**src/hdl/double_ended_queue_unit_macros.svh**
```systemverilog
// Assertion macros for the double-ended queue RTL.
`ifndef DOUBLE_ENDED_QUEUE_UNIT_MACROS_SVH
`define DOUBLE_ENDED_QUEUE_UNIT_MACROS_SVH

// Same-cycle implication, sampled on clk, off while rst is high.
`define DEQ_ASSERT_NOW(lbl, ante, cons, msg) \
  lbl: assert property (@(posedge clk) disable iff (rst) (ante) |-> (cons)) \
    else $error(msg);

// Next-cycle implication, sampled on clk, off while rst is high.
`define DEQ_ASSERT_NEXT(lbl, ante, cons, msg) \
  lbl: assert property (@(posedge clk) disable iff (rst) (ante) |=> (cons)) \
    else $error(msg);

`endif

```
**src/hdl/deq_pkg.sv**
```systemverilog
// Shared types and constants of the double-ended queue.
package deq_pkg;

  localparam int WORD_W = 32;
  localparam int OP_W   = 3;

  typedef logic [WORD_W-1:0] word_t;
  typedef logic [OP_W-1:0]   op_t;

  localparam op_t OP_PUSH_BACK  = 3'd0;
  localparam op_t OP_PUSH_FRONT = 3'd1;
  localparam op_t OP_POP_BACK   = 3'd2;
  localparam op_t OP_POP_FRONT  = 3'd3;
  localparam op_t OP_CLEAR      = 3'd4;

  // Reported for an empty end and for a pop that finds nothing.
  localparam word_t EMPTY_WORD = '1;

endpackage

```
**src/hdl/deq_ram.sv**
```systemverilog
// Generic single-write, single-read RAM with registered read data.
module deq_ram #(
  parameter int WIDTH = 32,
  parameter int DEPTH = 16
) (
  input  logic                     clk,
  input  logic                     we,
  input  logic [$clog2(DEPTH)-1:0] waddr,
  input  logic [WIDTH-1:0]         wdata,
  input  logic                     re,
  input  logic [$clog2(DEPTH)-1:0] raddr,
  output logic [WIDTH-1:0]         rdata
);

  logic [WIDTH-1:0] mem [DEPTH];

  always_ff @(posedge clk) begin
    if (we) begin
      mem[waddr] <= wdata;
    end
    if (re) begin
      rdata <= mem[raddr];
    end
  end

endmodule

```
**src/hdl/double_ended_queue_unit.sv**
```systemverilog
// Top level of the double-ended queue: ring buffer in RAM with cached end words.
//
//  channel  direction  fields (low bit first)
//  s_*      in         tuser: op[2:0]; tdata: data_in[31:0]
//  m_*      out        tuser: error; tdata: value_out, count, front_value, back_value
//
// Push, clear, error and idle-code results are registered directly; a pop
// leaving the queue non-empty first waits in ST_READ for the registered RAM read
// of the new end word. Input is taken only outside ST_READ, when the result
// register is free or drains in the same cycle, so a stalled m_tready holds off
// the input side. Reset (rst, synchronous) empties the queue; RAM is not cleared.
`include "double_ended_queue_unit_macros.svh"

module double_ended_queue_unit #(
  parameter int DEPTH = 16
) (
  input  logic                clk,
  input  logic                rst,
  input  logic                s_tvalid,
  output logic                s_tready,
  input  logic [31:0]         s_tdata,  // data_in[31:0]
  input  logic [2:0]          s_tuser,  // op[2:0]
  output logic                m_tvalid,
  input  logic                m_tready,
  output logic [((3 * deq_pkg::WORD_W + $clog2(DEPTH + 1) + 7) / 8) * 8 - 1:0]
                              m_tdata,  // value_out, count, front_value, back_value
  output logic [0:0]          m_tuser   // error
);

  localparam int PW       = $clog2(DEPTH);
  localparam int CW       = $clog2(DEPTH + 1);
  localparam int OUT_BITS = 3 * deq_pkg::WORD_W + CW;
  localparam int OUT_W    = ((OUT_BITS + 7) / 8) * 8;

  // control states
  localparam logic ST_IDLE = 1'b0;
  localparam logic ST_READ = 1'b1;

  function automatic logic [PW-1:0] ring_next(input logic [PW-1:0] p);
    ring_next = (p == PW'(DEPTH - 1)) ? '0 : p + 1'b1;
  endfunction

  function automatic logic [PW-1:0] ring_prev(input logic [PW-1:0] p);
    ring_prev = (p == '0) ? PW'(DEPTH - 1) : p - 1'b1;
  endfunction

  // queue state
  logic [PW-1:0]         head, head_next;
  logic [PW-1:0]         tail, tail_next;
  logic [CW-1:0]         count, count_next;
  deq_pkg::word_t        front_word, front_word_next;
  deq_pkg::word_t        back_word, back_word_next;
  logic                  state, state_next;
  logic                  pend_front, pend_front_next;

  // result register
  logic                  out_valid, out_valid_next;
  deq_pkg::word_t        value, value_next;
  logic                  error, error_next;

  // RAM port
  logic                  ram_we;
  logic [PW-1:0]         ram_waddr;
  logic                  ram_re;
  logic [PW-1:0]         ram_raddr;
  deq_pkg::word_t        ram_rdata;

  logic                  accept;
  logic                  is_empty;
  logic                  is_full;
  deq_pkg::op_t          op;
  deq_pkg::word_t        data_in;
  deq_pkg::word_t        front_field;
  deq_pkg::word_t        back_field;

  assign op       = s_tuser;
  assign data_in  = s_tdata;
  assign is_empty = (count == '0);
  assign is_full  = (count == CW'(DEPTH));
  assign s_tready = (state == ST_IDLE) && (!out_valid || m_tready);
  assign accept   = s_tvalid && s_tready;

  deq_ram #(
    .WIDTH (deq_pkg::WORD_W),
    .DEPTH (DEPTH)
  ) u_ram (
    .clk   (clk),
    .we    (ram_we),
    .waddr (ram_waddr),
    .wdata (data_in),
    .re    (ram_re),
    .raddr (ram_raddr),
    .rdata (ram_rdata)
  );

  always_comb begin
    head_next       = head;
    tail_next       = tail;
    count_next      = count;
    front_word_next = front_word;
    back_word_next  = back_word;
    state_next      = state;
    pend_front_next = pend_front;
    value_next      = value;
    error_next      = error;
    out_valid_next  = out_valid && !m_tready;
    ram_we          = 1'b0;
    ram_waddr       = tail;
    ram_re          = 1'b0;
    ram_raddr       = head;

    if (state == ST_READ) begin
      // new end word arrives from RAM; result is marked valid
      if (pend_front) begin
        front_word_next = ram_rdata;
      end else begin
        back_word_next = ram_rdata;
      end
      state_next     = ST_IDLE;
      out_valid_next = 1'b1;
    end else if (accept) begin
      value_next     = '0;
      error_next     = 1'b0;
      out_valid_next = 1'b1;
      unique case (op)
        deq_pkg::OP_PUSH_BACK: begin
          if (is_full) begin
            error_next = 1'b1;
          end else begin
            ram_we         = 1'b1;
            ram_waddr      = tail;
            tail_next      = ring_next(tail);
            count_next     = count + 1'b1;
            back_word_next = data_in;
            if (is_empty) begin
              front_word_next = data_in;
            end
          end
        end
        deq_pkg::OP_PUSH_FRONT: begin
          if (is_full) begin
            error_next = 1'b1;
          end else begin
            ram_we          = 1'b1;
            ram_waddr       = ring_prev(head);
            head_next       = ring_prev(head);
            count_next      = count + 1'b1;
            front_word_next = data_in;
            if (is_empty) begin
              back_word_next = data_in;
            end
          end
        end
        deq_pkg::OP_POP_BACK: begin
          if (is_empty) begin
            value_next = deq_pkg::EMPTY_WORD;
            error_next = 1'b1;
          end else begin
            value_next = back_word;
            tail_next  = ring_prev(tail);
            count_next = count - 1'b1;
            if (count != CW'(1)) begin
              // fetch the word that becomes the new back
              ram_re          = 1'b1;
              ram_raddr       = ring_prev(ring_prev(tail));
              pend_front_next = 1'b0;
              state_next      = ST_READ;
              out_valid_next  = 1'b0;
            end
          end
        end
        deq_pkg::OP_POP_FRONT: begin
          if (is_empty) begin
            value_next = deq_pkg::EMPTY_WORD;
            error_next = 1'b1;
          end else begin
            value_next = front_word;
            head_next  = ring_next(head);
            count_next = count - 1'b1;
            if (count != CW'(1)) begin
              ram_re          = 1'b1;
              ram_raddr       = ring_next(head);
              pend_front_next = 1'b1;
              state_next      = ST_READ;
              out_valid_next  = 1'b0;
            end
          end
        end
        deq_pkg::OP_CLEAR: begin
          head_next  = '0;
          tail_next  = '0;
          count_next = '0;
        end
        default: begin
          // unused codes report the state unchanged
        end
      endcase
    end
  end

  always_ff @(posedge clk) begin
    if (rst) begin
      head      <= '0;
      tail      <= '0;
      count     <= '0;
      state     <= ST_IDLE;
      out_valid <= 1'b0;
    end else begin
      head      <= head_next;
      tail      <= tail_next;
      count     <= count_next;
      state     <= state_next;
      out_valid <= out_valid_next;
    end
  end

  always_ff @(posedge clk) begin
    front_word <= front_word_next;
    back_word  <= back_word_next;
    pend_front <= pend_front_next;
    value      <= value_next;
    error      <= error_next;
  end

  // Queue state only moves on an accepted transfer or a RAM read, so it holds
  // while the result waits and the end fields can be formed from it directly.
  assign front_field = is_empty ? deq_pkg::EMPTY_WORD : front_word;
  assign back_field  = is_empty ? deq_pkg::EMPTY_WORD : back_word;

  assign m_tvalid = out_valid;
  assign m_tuser  = error;
  assign m_tdata  = OUT_W'({back_field, front_field, count, value});

  // ring consistency: tail sits count places past head
  logic [CW:0] ptr_sum;
  logic [CW:0] tail_expect;
  assign ptr_sum     = (CW + 1)'(head) + (CW + 1)'(count);
  assign tail_expect = (ptr_sum >= (CW + 1)'(DEPTH)) ? ptr_sum - (CW + 1)'(DEPTH) : ptr_sum;

  `DEQ_ASSERT_NOW(a_count_bound, 1'b1, count <= CW'(DEPTH), "count above depth")
  `DEQ_ASSERT_NOW(a_ring_ptrs, 1'b1, tail == PW'(tail_expect), "tail and head out of step")
  `DEQ_ASSERT_NOW(a_read_no_result, state == ST_READ, !out_valid, "result held during read")
  `DEQ_ASSERT_NEXT(a_read_one_cycle, state == ST_READ, state == ST_IDLE && out_valid, "read stuck")

endmodule

```
**config.mk**
```make
export PLATFORM = sky130hd
export DESIGN_NAME = double_ended_queue_unit
export DESIGN_NICKNAME = d
export VERILOG_FILES = /design/src/hdl/deq_pkg.sv /design/src/hdl/deq_ram.sv /design/src/hdl/double_ended_queue_unit.sv
export VERILOG_INCLUDE_DIRS = /design/src /design/src/hdl
export SDC_FILE = /design/constraint.sdc
export NUM_CORES = 1
export LEC_CHECK = 0
export ABC_AREA = 1
export BUFFER_PORTS_ARGS = -buffer_cell sky130_fd_sc_hd__buf_2
export CORE_MARGIN = 5
export CORE_UTILIZATION = 35
export DETAILED_ROUTE_END_ITERATION = 12
export GPL_TIMING_DRIVEN = 0
export PLACE_DENSITY = 0.57
export SYNTH_ARGS = -nofsm -noshare
export SYNTH_HDL_FRONTEND = slang
export SYNTH_HIERARCHICAL = 1
export SYNTH_SLANG_ARGS = --single-unit
```
**constraint.sdc**
```tcl
create_clock -name clk -period 4.02 [get_ports clk]
set_input_delay 0.402 -clock clk [delete_from_list [all_inputs] [get_ports clk]]
set_output_delay 0.402 -clock clk [all_outputs]
set_load 0.02 [all_outputs]
```
# == Yosys cells after proc, flatten, opt, wreduce, memory -nomap -nowiden ==
# Memory sizes are Yosys's and may differ from the RTL's. A register that Yosys moved wholly into a read port is not among the register bits.
# Cells that the tools add are included.
# word_totals
latchBits,0
memories,1
ramBits,512
register_bits,113
romBits,0
wordCells,130
# memory_table
name,words,word_bits,read_ports,rd_clocked_by_memory_dff,wr,line,source
u_ram.mem,16,32,1,1,1,deq_ram.sv:15,logic [WIDTH-1:0] mem [DEPTH];
# op_classes
n_mux,63
n_bitwise,1
n_reduce_logical,26
mul,0
order_cmp,0
div_mod_pow,0
shift,0
eq_ne,22
n_addsub,7
# ops
operator,n
two-way mux 32 bit,11
case mux 32 bit (2 select lines),3
two-way mux 4 bit,19
case mux 4 bit (3 select lines),2
two-way mux 1 bit,22
"!= test 2 bit, second input constant",9
case mux 5 bit (3 select lines),1
AND reduction 5 bit,3
zero test 4 bit,3
"!= test 3 bit, second input constant",4
AND reduction 6 bit,2
nonzero test 3 bit,4
"subtractor 4 x 1 -> 4 bit, second input constant",3
two-way mux 5 bit,2
"adder 4 x 1 -> 4 bit, second input constant",2
"equality test 4 bit, second input constant",2
case mux 4 bit (2 select lines),1
AND reduction 7 bit,1
"equality test 3 x 2 -> 1 bit, second input constant",2
"adder 5 x 1 -> 5 bit, second input constant",1
"equality test 5 bit, second input constant",1
zero test 5 bit,1
"!= test 5 x 1 -> 1 bit, second input constant",1
"subtractor 5 x 1 -> 5 bit, second input constant",1
12 further kinds,18

# == Longest topological paths before layout ==
# depth
word_depth,9
depth_mapped,18
ltp_nobuf,15

# == Modules after synthesis ==
# The synthesis kept the hierarchy.
# modules_own_cells
module,cells_each,instances,area_each_um2
deq_ram,2120,1,23058.4
double_ended_queue_unit,625,1,5766.8

# == Worst setup path before layout ==
# OpenSTA, ideal clock, no wires.
# synth_timing
path_type,reg-to-reg
from,register count[0]
to,memory u_ram.mem[12][0] (enable)
setup_ps,421
n_path_buf,0
path_stages_with_launch,10
t_required_ps,3599
synth_period_minus_slack_ps,3669
slack_ps,351
arrival_time_ps,3248
cell_sequence,dfxtp_1 > inv_1 > ha_1 > nand3_1 > nand3_1 > nor2_1 > nand3_1 > o21ai_0 > nand3_1 > nor2_1
# synth_via
elab_cells_between_ends,11
cone_classes,1 x eq/ne; 10 x mux
# synth_lines
item,line,source
"start, declared",double_ended_queue_unit.sv:50,"logic [CW-1:0] count, count_next;"
"start signal, assigned",double_ended_queue_unit.sv:211,count <= count_next;
equality test 5 bit,double_ended_queue_unit.sv:79,assign is_full = (count == CW'(DEPTH));
two-way mux 4 bit,double_ended_queue_unit.sv:141,if (is_full) begin
two-way mux 4 bit,--,
two-way mux 4 bit,double_ended_queue_unit.sv:121,end else if (accept) begin
two-way mux 4 bit,double_ended_queue_unit.sv:112,if (state == ST_READ) begin
named net ram_waddr[3],double_ended_queue_unit.sv:63,logic [PW-1:0] ram_waddr;
"end, declared",deq_ram.sv:15,
# The timed path passes the listed nets, and every way through them passes these cells.

# == Worst setup path after layout ==
# layout_timing
from,register state
to,register u_ram.rdata[10] (read register of u_ram.mem) (data pin)
# layout_via
elab_chain_len,5
elab_cells_between_ends,7
cone_classes,4 x mux; 1 x bitwise; 2 x reduce/logical
# layout_lines
item,line,source
"start, declared",double_ended_queue_unit.sv:53,"logic state, state_next;"
"start signal, assigned",double_ended_queue_unit.sv:212,state <= state_next;
NOT 1 bit (no source line),--,
logical AND 1 bit,double_ended_queue_unit.sv:80,assign s_tready = (state == ST_IDLE) && (!out_valid || m_tready);
logical AND 1 bit,double_ended_queue_unit.sv:81,assign accept = s_tvalid && s_tready;
two-way mux 4 bit,double_ended_queue_unit.sv:121,
two-way mux 4 bit (*),double_ended_queue_unit.sv:112,
named net ram_raddr[3],double_ended_queue_unit.sv:65,logic [PW-1:0] ram_raddr;
"end, declared",deq_ram.sv:12,output logic [WIDTH-1:0] rdata
# The timed path passes the listed nets; every way through them passes the cells marked *.
# A chain may end at the register's enable or synchronous reset.

==> results.tsv <==
stage	metric	value	unit
outcome	outcome	finished, final reports clean	
die	Starting Density	35.2	%
setup_path	CP delay by family, top	buffers and inverters	
setup_path	kind of critical path	reg -> reg	
logic_synthesis	FFs w/ async S/R, synth	0	%
die	core area	81800	sq um
setup_path	CP max-delay cell	clkbuf_1	
die	Cell Rows	105	
setup_path	worst r2r src	state	
setup_path	Crit. End Element	flop	
finish	commonest non-fill, non-tap cell in the layout	nand2_1	
detailed_routing	antenna viol nets, final	0	
setup_path	R2R Setup Slk	0.20	ns
place	GP Congestion	0.832	
flow_run	Max Cap Violations	0	
die	Die H	297	um
setup_path	depth of the most critical reg-to-reg path	13	
place	I/O Buffers	142	
detailed_routing	final wirelength	82600	um
clock_network	Clock transition at path regs	0.06	ns
logic_synthesis	Avg Cell Area, Syn	10.5	sq um
global_routing	number of antenna violations at the first check in global routing	2	
setup_path	Crit. Startpoint	state	
clock_network	CTS tree	yes	
setup_path	Buf+Inv Stages, Crit Path	7	
logic_synthesis	synth warn	6	
die	Horiz. Die Dim	297	um
clock_network	Clock Latency Late Sink	0.61	ns
setup_path	r2r endpoint	u_ram/rdata[10]	
clock_network	CTS root buffer	clkbuf_16	
finish	layout cells sized above 1	13.3	%
sta	Clock Skew	0.0313	ns
sta	Worst slew margin	40.9	%
detailed_routing	drt drc	0	
detailed_routing	Iter 0 DRT Violations	1767	
power_and_ir_drop	power per cell area	484	nW/um^2
sta	fmax	262	MHz
global_routing	largest net degree at the start of global routing	37	
logic_synthesis	Post-synth EDFFs	642	
clock_network	H-tree depth	3	
power_and_ir_drop	static leakage	14.2	nW
setup_path	Worst Path Max Fanout	36	
logic_synthesis	Syn Inst Count	2745	
logic_synthesis	#FFs+latches synth	657	
detailed_routing	vias per cell	4.79	
sta	Final TNS setup	0	ns
detailed_routing	WL/cell	20.1	um
power_and_ir_drop	Final Power	16.3	mW
global_routing	Total GRT Usage	18.3	%
logic_synthesis	register area share after synthesis	67.9	%
clock_network	CTS Hold Bufs	0	
place	hpwl dp	56100	um
sta	final hold vios	0	
sta	part of the cycle the worst path needs	95.1	%
global_routing	vias in the first global route	18800	
power_and_ir_drop	worst vdd ir	0.000259	V
finish	# fillers	7770	
sta	Final min period	3.82	ns
clock_network	total CTS buffers	72	
setup_path	CP Launch Type	flop	
sta	final setup fails	0	
clock_network	CTS max path bufs	3	
global_routing	GR Overflow Total	0	
setup_path	Critical Path Sink	u_ram/rdata[10]	
clock_network	clock sinks	657	
finish	Final nets	3033	
sta	fin. max-slew vios	0	
logic_synthesis	Synth cell types	39	
logic_synthesis	ys flop type	edfxtp_1	
setup_path	CP cell instances	buf_2 > inv_2 > nand3_2 > inv_6 > nand3_2 > inv_2 > nor2_1 > a21oi_1 > clkbuf_1 > inv_1 > buf_1 > nand3_1 > nand2_1	
die	number of I/O pins	146	
sta	Worst Tran Pin Value	0.885	ns
setup_path	CP max stage delay	0.46	ns
finish	most frequent cells in the layout	nand2_1, edfxtp_1, inv_1, nand3_1, buf_2	
setup_path	Critical Path Stages	13	
place	DP Worst Slack	-0.0702	ns
sta	RSZ-0062 raised after global routing	false	
logic_synthesis	post-synthesis instance area	28800	sq um
setup_path	CP arrival	4.18	ns
finish	area delta synth->final	16.6	%
global_routing	first-pass GRT wire length	121000	um
detailed_routing	via count	19700	
die	Die Area	88200	sq um
sta	final worst slack	0.197	ns
min_path	Hold Path Cell Cnt	2	
min_path	worst hold path class	in -> reg	
setup_path	Critical Path RT	4.38	ns
detailed_routing	drt first pass iters	5	
## where the power goes
part	switching [mW]	total (mW)	internal (mW)	leakage, nW
sequential	0.0347	7.71	7.67	5.95
clock	2.60	6.28	3.68	1.06
combinational	1.63	2.26	0.635	7.16
total	4.26	16.3	12.0	14.2
## logic make-up (layout without fill, tap and decap cells)
family	count (synthesis)	in the layout	synth area share (%)
AND/OR/NAND/NOR	1421	1421	20.9
buffers and inverters	586	870	8.87
AO/OA/AOI/OAI	62	62	1.54
XOR/XNOR	5	5	0.152
other	1	6	0.0130
flip-flops	657	657	67.9
adder cells (fa/ha/maj)	13	13	0.564
## per-layer routing
layer | wire length (um) | global-route usage [%] | part of all wire, %
met5 | 0 | 0 | 0
met4 | 2050 | 5.36 | 2.5
met3 | 6720 | 3.08 | 8.1
met2 | 39000 | 30.5 | 47
met1 | 34900 | 24.8 | 42
## worst reg2reg max path, stage by stage (launching register included)
cell	delay [ns]
dfxtp_1	0.30
buf_2	0.22
inv_2	0.31
nand3_2	0.28
inv_6	0.33
nand3_2	0.22
inv_2	0.16
nor2_1	0.05
a21oi_1	0.11
clkbuf_1	0.47
inv_1	0.36
buf_1	0.41
nand3_1	0.28
nand2_1	0.08
## worst min path at each step
stage | to | slack (ns) | start
5_1_grt | count[2] | 0.04 | rst
6_report | count[2] | 0.06 | rst
2_1_floorplan | count[2] | 0.47 | rst
3_5_place_dp | back_word[31] | 0.53 | u_ram/rdata[31]
3_3_place_gp | front_word[31] | 0.52 | u_ram/rdata[31]
4_1_cts | count[2] | 0.01 | rst
## Yosys cell counts (2+ instances only)
| cell type | instances | area [sq um] |
|---|---|---|
| o21ai_0 | 11 | 55.1 |
| a22o_1 | 32 | 280 |
| nand2_2 | 4 | 25.0 |
| edfxtp_1 | 642 | 19300 |
| a21oi_1 | 12 | 60.1 |
| xnor2_1 | 2 | 17.5 |
| buf_6 | 29 | 327 |
| nor2_1 | 74 | 278 |
| xor2_1 | 3 | 26.3 |
| nand2_4 | 4 | 45.0 |
| buf_4 | 12 | 90.1 |
| buf_1 | 13 | 48.8 |
| or2_1 | 28 | 175 |
| inv_1 | 447 | 1680 |
| nor2_2 | 2 | 12.5 |
| clkbuf_1 | 15 | 56.3 |
| nand3b_1 | 2 | 15.0 |
| dfxtp_1 | 15 | 300 |
| nand4_1 | 3 | 18.8 |
| buf_2 | 60 | 300 |
| nand2_1 | 883 | 3310 |
| nand3_2 | 2 | 20.0 |
| or2_2 | 7 | 43.8 |
| inv_2 | 8 | 30.0 |
| ha_1 | 13 | 163 |
| nand3_1 | 408 | 2040 |
| nor2_4 | 2 | 22.5 |
## through the flow
stage,std cells,hold WS [ns],area [sq um],utilization [%]
5_1_grt,4101,0.0395,33600,41.1
3_3_place_gp,3959,0.523,30900,37.7
6_report,4104,0.0554,33600,41.1
3_5_place_dp,3977,0.525,31400,38.4
2_1_floorplan,2747,0.471,28800,-
4_1_cts,4101,0.0113,33600,41.1
## repair_timing
action | in CTS | in global routing
setup endpoints to repair | 26 | 12
resized for setup | 4 | 4
buffers inserted | 0 | 0
## registers in the layout, indices dropped and copies added (netlist names)
name         cells
u_ram/rdata     32
m_tvalid         1
tail             4
u_ram/mem      512
back_word       32
value           32
head             4
front_word      32
count            5
m_tuser          1
pend_front       1
state            1
## area by class of cell
cell class	instances	area (sq um)	area share [%]
multi-input combinational	1504	6830	20.3
antenna	3	7.51	0.0223
timing repair buffer	160	1090	3.23
tap	1070	1340	3.98
inverter	456	1720	5.11
clock buffer	102	1990	5.91
buffer	130	847	2.52
clock inverter	22	223	0.662
sequential	657	19600	58.2
Power figures use the tool's default switching activity.
